## config.mk

```make
export PLATFORM = sky130hd
export DESIGN_NAME = periodic_sample_sequencer
export DESIGN_NICKNAME = d
export VERILOG_FILES = /design/src/rtl/pss_pkg.sv /design/src/rtl/pss_rem.sv /design/src/rtl/pss_dp.sv /design/src/rtl/pss_ctrl.sv /design/src/rtl/periodic_sample_sequencer.sv
export SDC_FILE = /design/constraint.sdc
export NUM_CORES = 1
export LEC_CHECK = 0
export BUFFER_PORTS_ARGS = -buffer_cell sky130_fd_sc_hd__buf_2
export CORE_MARGIN = 4
export CORE_UTILIZATION = 47
export DETAILED_ROUTE_END_ITERATION = 10
export PLACE_DENSITY_LB_ADDON = 0.08
export SYNTH_ARGS = -nofsm -noshare
export SYNTH_HDL_FRONTEND = slang
export SYNTH_SLANG_ARGS = --single-unit
export TNS_END_PERCENT = 50
```

## constraint.sdc

```tcl
create_clock -name clk -period 5.4 [get_ports clk]
set_clock_uncertainty 0.1 [all_clocks]
set_input_delay 0.54 -clock clk [delete_from_list [all_inputs] [get_ports clk]]
set_output_delay 0.54 -clock clk [all_outputs]
set_load 0.005 [all_outputs]
```

## src/rtl/pss_pkg.sv

```systemverilog
`timescale 1ns / 1ps
// Shared types and constants for the periodic sample sequencer.
// No dependencies; every other file of the block refers to this package.

package pss_pkg;

	localparam int DATA_W = 32;
	localparam int DEFAULT_COUNTER_WIDTH = 32;

	// Item kinds on the input channel.
	localparam logic ACTION_TICK = 1'b0;
	localparam logic ACTION_SET  = 1'b1;

	// Requested and pending mode codes.
	localparam logic [1:0] MODE_STAND_BY = 2'd0;
	localparam logic [1:0] MODE_START    = 2'd1;
	localparam logic [1:0] MODE_PAUSE    = 2'd2;
	localparam logic [1:0] MODE_LIMIT    = 2'd3;

	localparam logic [DATA_W-1:0] RESET_PERIOD  = 32'd5;
	localparam logic [DATA_W-1:0] COUNT_ENDLESS = 32'hFFFF_FFFF;

	typedef enum logic [1:0] {
		ST_IDLE,
		ST_DIVIDE,
		ST_COMMIT
	} pss_state_t;

	typedef struct packed {
		logic capture;    // latch the input transaction
		logic div_start;  // start elapsed modulo period
		logic commit;     // update state and load the result register
	} pss_cmd_t;

	typedef struct packed {
		logic div_done;   // last remainder step happens this cycle
	} pss_status_t;

endpackage

```

## src/rtl/pss_rem.sv

```systemverilog
`timescale 1ns / 1ps
// Restoring remainder unit: dividend modulo divisor, one dividend bit per cycle.
// Depends on pss_pkg for the data width.

module pss_rem #(
	parameter int COUNTER_WIDTH = pss_pkg::DEFAULT_COUNTER_WIDTH
) (
	input  logic                        clk,
	input  logic                        arst_n,
	input  logic                        start,
	input  logic [COUNTER_WIDTH-1:0]    dividend,
	input  logic [pss_pkg::DATA_W-1:0]  divisor,
	output logic                        done,
	output logic [pss_pkg::DATA_W-1:0]  remainder
);

	localparam int CNT_W = $clog2(COUNTER_WIDTH + 1);

	logic                       busy_q;
	logic [CNT_W-1:0]           cnt_q;
	logic [COUNTER_WIDTH-1:0]   quo_q;
	logic [pss_pkg::DATA_W-1:0] div_q;
	logic [pss_pkg::DATA_W-1:0] rem_q;
	logic [pss_pkg::DATA_W:0]   shifted;
	logic [pss_pkg::DATA_W:0]   diff;
	logic [pss_pkg::DATA_W-1:0] rem_next;

	assign shifted = {rem_q, quo_q[COUNTER_WIDTH-1]};
	assign diff    = shifted - {1'b0, div_q};
	// A clear borrow means the shifted remainder reached the divisor.
	assign rem_next = diff[pss_pkg::DATA_W] ? shifted[pss_pkg::DATA_W-1:0]
		: diff[pss_pkg::DATA_W-1:0];

	assign done      = busy_q && (cnt_q == CNT_W'(1));
	assign remainder = rem_q;

	always_ff @(posedge clk or negedge arst_n) begin
		if (!arst_n) begin
			busy_q <= 1'b0;
			cnt_q  <= '0;
		end else if (start) begin
			busy_q <= 1'b1;
			cnt_q  <= CNT_W'(COUNTER_WIDTH);
		end else if (busy_q) begin
			cnt_q <= cnt_q - CNT_W'(1);
			if (cnt_q == CNT_W'(1)) begin
				busy_q <= 1'b0;
			end
		end
	end

	always_ff @(posedge clk) begin
		if (start) begin
			quo_q <= dividend;
			div_q <= divisor;
			rem_q <= '0;
		end else if (busy_q) begin
			quo_q <= quo_q << 1;
			rem_q <= rem_next;
		end
	end

endmodule

```

## src/rtl/pss_dp.sv

```systemverilog
`timescale 1ns / 1ps
// Datapath: input capture, sequencer state, tick and set update, result register.
// Depends on pss_pkg and instantiates pss_rem.

module pss_dp #(
	parameter int COUNTER_WIDTH = pss_pkg::DEFAULT_COUNTER_WIDTH
) (
	input  logic                               clk,
	input  logic                               arst_n,
	input  pss_pkg::pss_cmd_t                  cmd,
	output pss_pkg::pss_status_t               status,
	input  logic                               action,
	input  logic [1:0]                         requested_mode,
	input  logic [pss_pkg::DATA_W-1:0]         step_seconds,
	input  logic signed [pss_pkg::DATA_W-1:0]  sample_count,
	output logic                               accepted,
	output logic                               sample_trigger,
	output logic                               sampling_now,
	output logic signed [pss_pkg::DATA_W-1:0]  samples_remaining
);

	// Captured transaction.
	logic                       act_q;
	logic [1:0]                 req_q;
	logic [pss_pkg::DATA_W-1:0] step_q;
	logic [pss_pkg::DATA_W-1:0] count_in_q;

	// Sequencer state.
	logic                       mode_q;
	logic [1:0]                 pend_q;
	logic [pss_pkg::DATA_W-1:0] period_q;
	logic [pss_pkg::DATA_W-1:0] remain_q;
	logic [COUNTER_WIDTH-1:0]   elapsed_q;

	// Result register.
	logic                       ok_q;
	logic                       trig_q;
	logic                       samp_q;
	logic [pss_pkg::DATA_W-1:0] res_count_q;

	logic                       div_done;
	logic [pss_pkg::DATA_W-1:0] rem;

	logic                       mode_n;
	logic [1:0]                 pend_n;
	logic [pss_pkg::DATA_W-1:0] period_n;
	logic [pss_pkg::DATA_W-1:0] remain_n;
	logic [COUNTER_WIDTH-1:0]   elapsed_n;
	logic                       ok_n;
	logic                       trig_n;
	logic                       set_valid;

	pss_rem #(
		.COUNTER_WIDTH(COUNTER_WIDTH)
	) u_rem (
		.clk(clk),
		.arst_n(arst_n),
		.start(cmd.div_start),
		.dividend(elapsed_q),
		.divisor(period_q),
		.done(div_done),
		.remainder(rem)
	);

	assign status.div_done = div_done;

	// A count is legal when it is not negative or exactly endless.
	assign set_valid = (req_q < pss_pkg::MODE_LIMIT) && (step_q != '0)
		&& (!count_in_q[pss_pkg::DATA_W-1] || (count_in_q == pss_pkg::COUNT_ENDLESS));

	always_comb begin
		mode_n    = mode_q;
		pend_n    = pend_q;
		period_n  = period_q;
		remain_n  = remain_q;
		elapsed_n = elapsed_q;
		ok_n      = 1'b0;
		trig_n    = 1'b0;
		if (act_q == pss_pkg::ACTION_SET) begin
			if (set_valid) begin
				pend_n   = req_q;
				period_n = step_q;
				remain_n = count_in_q;
				ok_n     = 1'b1;
			end
		end else begin
			if (pend_q == pss_pkg::MODE_START) begin
				mode_n = 1'b1;
				pend_n = pss_pkg::MODE_STAND_BY;
			end else if (pend_q == pss_pkg::MODE_PAUSE) begin
				mode_n = 1'b0;
				pend_n = pss_pkg::MODE_STAND_BY;
			end
			if (mode_n) begin
				if (remain_q == '0) begin
					mode_n = 1'b0;
					pend_n = pss_pkg::MODE_STAND_BY;
				end else if ((period_q != '0) && (rem == '0)) begin
					trig_n = 1'b1;
					if (remain_q != pss_pkg::COUNT_ENDLESS) begin
						remain_n = remain_q - pss_pkg::DATA_W'(1);
					end
				end
			end
			elapsed_n = elapsed_q + COUNTER_WIDTH'(1);
		end
	end

	always_ff @(posedge clk) begin
		if (cmd.capture) begin
			act_q      <= action;
			req_q      <= requested_mode;
			step_q     <= step_seconds;
			count_in_q <= sample_count;
		end
		if (cmd.commit) begin
			ok_q        <= ok_n;
			trig_q      <= trig_n;
			samp_q      <= mode_n;
			res_count_q <= remain_n;
		end
	end

	always_ff @(posedge clk or negedge arst_n) begin
		if (!arst_n) begin
			mode_q    <= 1'b1;
			pend_q    <= pss_pkg::MODE_STAND_BY;
			period_q  <= pss_pkg::RESET_PERIOD;
			remain_q  <= pss_pkg::COUNT_ENDLESS;
			elapsed_q <= '0;
		end else if (cmd.commit) begin
			mode_q    <= mode_n;
			pend_q    <= pend_n;
			period_q  <= period_n;
			remain_q  <= remain_n;
			elapsed_q <= elapsed_n;
		end
	end

	assign accepted          = ok_q;
	assign sample_trigger    = trig_q;
	assign sampling_now      = samp_q;
	assign samples_remaining = res_count_q;

endmodule

```

## src/rtl/pss_ctrl.sv

```systemverilog
`timescale 1ns / 1ps
// Controller: sequences capture, remainder and commit, and owns both handshakes.
// Depends on pss_pkg.

module pss_ctrl (
	input  logic                  clk,
	input  logic                  arst_n,
	input  logic                  item_valid,
	output logic                  item_stall,
	input  logic                  action,
	output logic                  result_valid,
	input  logic                  result_stall,
	output pss_pkg::pss_cmd_t     cmd,
	input  pss_pkg::pss_status_t  status
);

	pss_pkg::pss_state_t state_q;
	pss_pkg::pss_state_t state_n;
	logic                full_q;
	logic                slot_free;
	logic                take;

	assign take      = item_valid && !item_stall;
	// The result register can be reloaded when empty or when it drains this cycle.
	assign slot_free = !full_q || !result_stall;

	always_comb begin
		state_n = state_q;
		unique case (state_q)
			pss_pkg::ST_IDLE: begin
				if (take) begin
					state_n = (action == pss_pkg::ACTION_TICK) ? pss_pkg::ST_DIVIDE
						: pss_pkg::ST_COMMIT;
				end
			end
			pss_pkg::ST_DIVIDE: begin
				if (status.div_done) begin
					state_n = pss_pkg::ST_COMMIT;
				end
			end
			pss_pkg::ST_COMMIT: begin
				if (slot_free) begin
					state_n = pss_pkg::ST_IDLE;
				end
			end
			default: state_n = pss_pkg::ST_IDLE;
		endcase
	end

	always_comb begin
		item_stall    = 1'b1;
		cmd.capture   = 1'b0;
		cmd.div_start = 1'b0;
		cmd.commit    = 1'b0;
		unique case (state_q)
			pss_pkg::ST_IDLE: begin
				item_stall    = 1'b0;
				cmd.capture   = item_valid;
				cmd.div_start = item_valid && (action == pss_pkg::ACTION_TICK);
			end
			pss_pkg::ST_DIVIDE: begin
			end
			pss_pkg::ST_COMMIT: begin
				cmd.commit = slot_free;
			end
			default: begin
			end
		endcase
	end

	always_ff @(posedge clk or negedge arst_n) begin
		if (!arst_n) begin
			state_q <= pss_pkg::ST_IDLE;
			full_q  <= 1'b0;
		end else begin
			state_q <= state_n;
			if (cmd.commit) begin
				full_q <= 1'b1;
			end else if (!result_stall) begin
				full_q <= 1'b0;
			end
		end
	end

	assign result_valid = full_q;

endmodule

```

## src/rtl/periodic_sample_sequencer.sv

```systemverilog
`timescale 1ns / 1ps
// Periodic sample sequencer. A set command is captured and then committed to its
// result; a tick is captured, then waits in the divide state for the bit-serial
// remainder unit that computes elapsed modulo period one dividend bit per cycle,
// and is then committed. One transaction is in work at a time; the input
// accepts the next transaction while a finished result waits in the output
// register. Every accepted transaction yields exactly one result.

module periodic_sample_sequencer #(
	parameter int COUNTER_WIDTH = pss_pkg::DEFAULT_COUNTER_WIDTH
) (
	input  logic                               clk,
	input  logic                               arst_n,
	input  logic                               item_valid,
	output logic                               item_stall,
	input  logic                               action,
	input  logic [1:0]                         requested_mode,
	input  logic [pss_pkg::DATA_W-1:0]         step_seconds,
	input  logic signed [pss_pkg::DATA_W-1:0]  sample_count,
	output logic                               result_valid,
	input  logic                               result_stall,
	output logic                               accepted,
	output logic                               sample_trigger,
	output logic                               sampling_now,
	output logic signed [pss_pkg::DATA_W-1:0]  samples_remaining
);

	pss_pkg::pss_cmd_t    cmd;
	pss_pkg::pss_status_t status;

	pss_ctrl u_ctrl (
		.clk(clk),
		.arst_n(arst_n),
		.item_valid(item_valid),
		.item_stall(item_stall),
		.action(action),
		.result_valid(result_valid),
		.result_stall(result_stall),
		.cmd(cmd),
		.status(status)
	);

	pss_dp #(
		.COUNTER_WIDTH(COUNTER_WIDTH)
	) u_dp (
		.clk(clk),
		.arst_n(arst_n),
		.cmd(cmd),
		.status(status),
		.action(action),
		.requested_mode(requested_mode),
		.step_seconds(step_seconds),
		.sample_count(sample_count),
		.accepted(accepted),
		.sample_trigger(sample_trigger),
		.sampling_now(sampling_now),
		.samples_remaining(samples_remaining)
	);

endmodule
```

After elaboration in Yosys (flattened, before gate mapping)
Index checks and enable logic that the tools add are counted.
{ "totals": {"wordCells": 100, "register_bits": 307} }
{ "op_classes": {"n_lt_le_gt_ge": 1, "n_mux": 38, "n_bitwise": 3, "add_sub_neg": 4, "n_eq_ne": 12, "reduce_logical": 22} }
{ "ops": {"columns": ["op", "n"], "rows": [
  ["$mux W32", 9],
  ["$logic_not A32 Y1", 2],
  ["$reduce_bool A32 Y1", 2],
  ["$sub A33 B32 Y33", 1],
  ["$add A32 B1 Y32 const B", 1],
  ["$eq A32 B32 Y1 const B", 1],
  ["$ne A32 B32 Y1 const B", 1],
  ["$sub A32 B1 Y32 const B", 1],
  ["$mux W2", 11],
  ["$mux W1", 15],
  ["$mux W6", 2],
  ["$eq A6 B1 Y1 const B", 1],
  ["$logic_and A1 B1 Y1", 6],
  ["$ne A2 B1 Y1 const B", 3],
  ["$pmux W2 S3", 1],
  ["$reduce_and A3 Y1", 2],
  ["$sub A6 B1 Y6 const B", 1],
  ["$eq A2 B1 Y1 const B", 2],
  ["$eq A2 B2 Y1 const B", 2],
  ["$ne A2 B2 Y1 const B", 2],
  ["$reduce_and A2 Y1", 2],
  ["$logic_not A1 Y1", 3],
  ["$not A1 Y1", 3],
  ["$reduce_or A3 Y1", 1],
  ["4 further kinds", 5]
]} }

Logic depth before layout (Yosys ltp)
{ "depth": {"word_depth": 6, "mapped_depth": 14, "depth_no_buf": 13} }

By module
Synthesis repeated with hierarchy kept, for this count alone.
{ "hier_totals": {"cells_unflattened": 1474, "hier_area_um2": 15461.1} }
{ "by_module_without_submodules": {"columns": ["mod", "n_inst", "area_each_um2", "seq_area_each_um2", "cells_each"], "rows": [
  ["pss_dp", 1, 9345.2, 5584.1, 866],
  ["pss_rem", 1, 5964.5, 2737.6, 591],
  ["pss_ctrl", 1, 151.4, 75.1, 17]
]} }

Worst setup path after synthesis
No wires, ideal clock.
{ "synth_path": {"path_type": "reg2reg", "from": "register u_ctrl.state_q[1]", "to": "register u_dp.act_q, enable pin", "path_slack_ns": 1.277, "t_arrival_ns": 3.530, "setup_time_ns": 0.492, "path_stages_with_launch": 3, "period_less_slack_ns": 4.123, "cell_sequence": "dfrtp_1 -> or2_2 -> nor2_1"} }
{ "synth_lines": {"columns": ["item", "line_no", "source"], "rows": [
  ["start: declaration", "pss_ctrl.sv:17", "pss_pkg::pss_state_t state_q;"],
  ["start signal: assignment", "pss_ctrl.sv:73", "state_q <= pss_pkg::ST_IDLE;"],
  ["start signal: assignment", "pss_ctrl.sv:76", "state_q <= state_n;"],
  ["end signal: assignment", "pss_dp.sv:111", "act_q <= action;"],
  ["end: declaration", "pss_dp.sv:23", "logic act_q;"]
]} }

Worst setup path after layout
{ "layout_path": {"from": "register u_dp.u_rem.quo_q[31]", "to": "register u_dp.u_rem.rem_q (netlist bit u_dp.u_rem.remainder[29])"} }
{ "layout_via": {"elab_chain_cells": 2} }
{ "layout_rtl": {"columns": ["item", "line_no", "source"], "rows": [
  ["start: declaration", "pss_rem.sv:21", "logic [COUNTER_WIDTH-1:0] quo_q;"],
  ["start signal: assignment", "pss_rem.sv:54", "quo_q <= dividend;"],
  ["start signal: assignment", "pss_rem.sv:58", "quo_q <= quo_q << 1;"],
  ["$sub A33 B32 Y33", "pss_rem.sv:29", "assign diff = shifted - {1'b0, div_q};"],
  ["$mux W32", "pss_rem.sv:31", "assign rem_next = diff[pss_pkg::DATA_W] ? shifted[pss_pkg::DATA_W-1:0]"],
  ["end signal: assignment", "pss_rem.sv:59", "rem_q <= rem_next;"],
  ["end: declaration", "pss_rem.sv:23", "logic [pss_pkg::DATA_W-1:0] rem_q;"]
]} }
Every way passes these cells.
A chain may end at the register's enable or synchronous reset.

==> results list <==
- The filler cells instantiated in the layout total 2906.
- Count of final max-slew check failures: 0
- Summing every instance area after synthesis gives 15600 sq um.
- Setup TNS Final: 0 ns
- Dividing the synthesized area by the synthesized cell count gives 10.4 sq um.
* Post-DRT Antenna Nets: 0
- In the final routed layout, each cell accounts on average for approximately 18 um.
- The analysis attributes to cell leakage a power of 7.22 nW.
- Count of distinct cell types in the synthesized netlist: 76
- Congestion Overflow GR: 0
- Among all flip-flop cells after synthesis, the most frequent one is edfxtp_1.
- CTS clk-pin slew, worst paths: approximately 0.06 ns
- The net count of the finished layout is 1672.
- For the worst-skew pair, the clock arrives at the later sink with an insertion delay of 0.52 ns.
* Detailed placement HPWL: 24.7 mm
- First-pass detailed-route iteration total: 5
- Data on the critical path arrives at its endpoint at 4.32 ns.
- Layout area overhead: 13.1%
- In the routed layout, each cell is associated on average with a via count of roughly 5.6.
- For this run, the total global-route usage over all layers was measured as 0.203.
- The largest total area in the synthesized netlist belongs to edfxtp_1.
- The clock tree synthesis step divided the H-tree into 2 levels.
- Warnings, synthesis: 0
* Number of setup violations in the final report: 0
* Reg-to-reg setup timing slack: 1.38 ns
* Nature of the critical path endpoint: flop
- Counting flops and latches in the post-synthesis netlist gives 307.
- Share of flip-flops with an asynchronous set or reset after synthesis: 0.355
- Die height: 190 um
* Area used by multi-input combinational logic: 6600 sq um
* CTS tree: built
- The initial antenna violation count is 1.
- Measured against its own limit, the worst slew margin works out to 0.313.
* Number of gates given a new drive strength after cts: 0
- The final layout contains routed wiring with a total length of 36.8 mm.
- Initial standard-cell utilization of the core: 0.477
- The first global-routing pass estimated 59.7 mm of wire.
- Clock tree synthesis selected as its root buffer the cell clkbuf_16.
- Routability-driven placement finished with a final weighted congestion of 0.854.
* Category of the worst setup path launch point: flop
* Inserted Clock Buffers: 36
* Run status: finished, final reports clean
- The total area inside the core boundary comes to 32600 sq um.
- Power per cell area: between 400 and 500 nW/um^2
* Actual transition at the worst max-transition pin: 1.03 ns
- The initialized floorplan defines 66 standard-cell rows.
- I/O pin total: 108
- Synth top area cells: edfxtp_1 (32%), dfrtp_1 (12%), dfstp_2 (5.9%)
* Setup repair after global routing missed its margin: no
- DRC violation total after the first TritonRoute iteration: 693
- The critical path in this run is classified as flop to flop.
- STA puts the critical path data required time at 5.70 ns.
- For this run, the share of the core covered by cells in the final layout is 0.539.
- Of the synthesized area, sequential elements account for 0.540.
- Maximum count of clock buffers along a single path: 3
* Synthesized instance count: 1493
- The die covers between 30000 and 40000 sq um.
- The number of global-route vias before repair came to between 10k and 15k.
- The number of failing hold endpoints at the final stage is 0.
- Area taken by flip-flops and latches: 8400 sq um
- Measured along the x axis, the die boundary spans approximately 190 um.
* Time the worst path needs with I/O delays and setup: 4.02 ns
- Count of vias placed by the detailed router: around 11k
- Along the worst path, the maximum fanout reaches 22.
* Final Cycle Share: 0.744
* Total nets after synthesis: ~1.6k
- Clock Sink Count: between 300 and 400
- The min-delay analysis places its worst path in the category input pin to flop.
- F_max: 249 MHz
- The number of antenna diodes in the final layout is 0.
- DR DRC count: 0
- Input and output buffers added on the ports amount to roughly 110.
* Pin count of the biggest net entering global routing: 96
* Max-capacitance violation count: 0
- Fraction of final layout cells with drive strength greater than 1: 0.181
* Share of the synthesized area in the top cell type: 0.320
- Counting flops with a built-in enable in the synthesized netlist gives 166.
- IR Drop Worst-Case VDD: approximately 0.28 mV
-- power breakdown --
group          internal [mW]  switching, mW
registers               3.07          0.339
clock network           1.43          0.949
logic                   1.21           1.70
total                   5.70           2.99
-- metrics by stage --
stage	area, sq um	setup slack (ns)	power [mW]	hold WS, ns	cells
finish	17600	1.38	8.69	0.0953	2032
global placement	16400	1.50	6.29	0.353	1965
floorplan	15600	1.28	5.59	0.144	1493
global route	17600	1.08	9.26	0.0761	2032
CTS	17600	1.35	8.77	0.0742	2032
detailed placement	16400	1.39	6.36	0.357	1965
-- worst max-delay path: stages (launching register included) --
cell      delay [ns]
edfxtp_1        0.36
inv_1           0.08
ha_1            0.17
inv_1           0.06
fa_1            0.42
a211oi_1        0.22
o21ai_1         0.15
o211ai_1        0.30
and4b_1         0.33
o31ai_1         0.10
a31oi_1         0.49
xnor2_4         0.30
buf_4           0.44
o21ai_0         0.16
a31o_2          0.23
-- cells in the mapped netlist (all sizes together) (34+ instances only) --
library cell / number
mux2: 34
mux2i: 42
edfxtp: 166
inv: 54
nor4: 34
clkbuf: 74
nand4: 34
dfrtp: 74
ha: 38
nand2: 228
nor2: 90
a21oi: 80
o21ai: 107
dfstp: 35
nand3: 40
xor2: 35
xnor2: 56
-- cell families after synthesis --
logic type,count (synthesis),share of synthesized area
buf+inv,148,0.0380
xor+xnor,91,0.0517
mux,76,0.0516
simple gates,515,0.163
fa+ha+maj,39,0.0318
flops,307,0.540
compound gates,317,0.124
-- cell usage in the layout (no fill, tap or decap), types with 9 or more instances in the layout --
master,n
and3_1,11
a31oi_1,22
dfxtp_1,32
o21ai_0,104
ha_1,38
mux2i_1,42
clkbuf_1,12
buf_4,17
dfrtp_1,74
a21oi_1,79
buf_2,106
xnor2_1,55
nand4_1,34
clkbuf_16,38
mux2_2,34
nor4_1,29
edfxtp_1,166
xor2_1,35
a21o_1,20
a211oi_1,9
nand3_1,38
nand2_1,227
nor2_1,85
dfstp_2,35
o22ai_1,33
or3_1,17
nor3_1,14
inv_1,52
-- state kept, by name (all words and copies together) (netlist names) --
| name | cells |
|---|---|
| u_ctrl.result_valid | 1 |
| u_ctrl.state_q | 2 |
| u_dp.accepted | 1 |
| u_dp.act_q | 1 |
| u_dp.count_in_q | 32 |
| u_dp.elapsed_q | 32 |
| u_dp.mode_q | 1 |
| u_dp.pend_q | 2 |
| u_dp.period_q | 32 |
| u_dp.remain_q | 32 |
| u_dp.req_q | 2 |
| u_dp.sample_trigger | 1 |
| u_dp.samples_remaining | 32 |
| u_dp.sampling_now | 1 |
| u_dp.step_q | 32 |
| u_dp.u_rem.busy_q | 1 |
| u_dp.u_rem.cnt_q | 6 |
| u_dp.u_rem.div_q | 32 |
| u_dp.u_rem.quo_q | 32 |
| u_dp.u_rem.remainder | 32 |
-- cell type report --
type,instances,share of cell area
clock buffers,56,0.0613
clock inverters,10,0.00505
flip-flops and latches,307,0.477
inverters,55,0.0118
multi-input cells,1038,0.375
repair buffers,124,0.0380
well taps,442,0.0314
-- worst paths after layout --
path                                       from                  endpoint  cells past startpoint
setup reg to reg           u_dp.u_rem.quo_q[31]  u_dp.u_rem.remainder[29]                     14
hold reg to reg                u_dp.period_q[5]       u_dp.u_rem.div_q[5]                      0
hold / removal                  sample_count[5]        u_dp.count_in_q[5]                      1
max in group asynchronous                arst_n       u_dp.u_rem.cnt_q[5]                      3
setup / recovery           u_dp.u_rem.quo_q[31]  u_dp.u_rem.remainder[29]                     14
min in group asynchronous                arst_n         u_dp.elapsed_q[9]                      2
-- metal layers --
layer | global-route usage | part of all wire
met2 | 0.336 | 0.48
met4 | 0.0562 | 0.021
met5 | 0 | 0
met3 | 0.0250 | 0.038
met1 | 0.284 | 0.46
-- timing repair --
| action | CTS | global route |
|---|---|---|
| hold buffers | 1 | 0 |
| endpoints found under the hold margin | 19 | 0 |
| setup buffers | 0 | 0 |
Note: power is estimated with default switching activity, not from simulation.
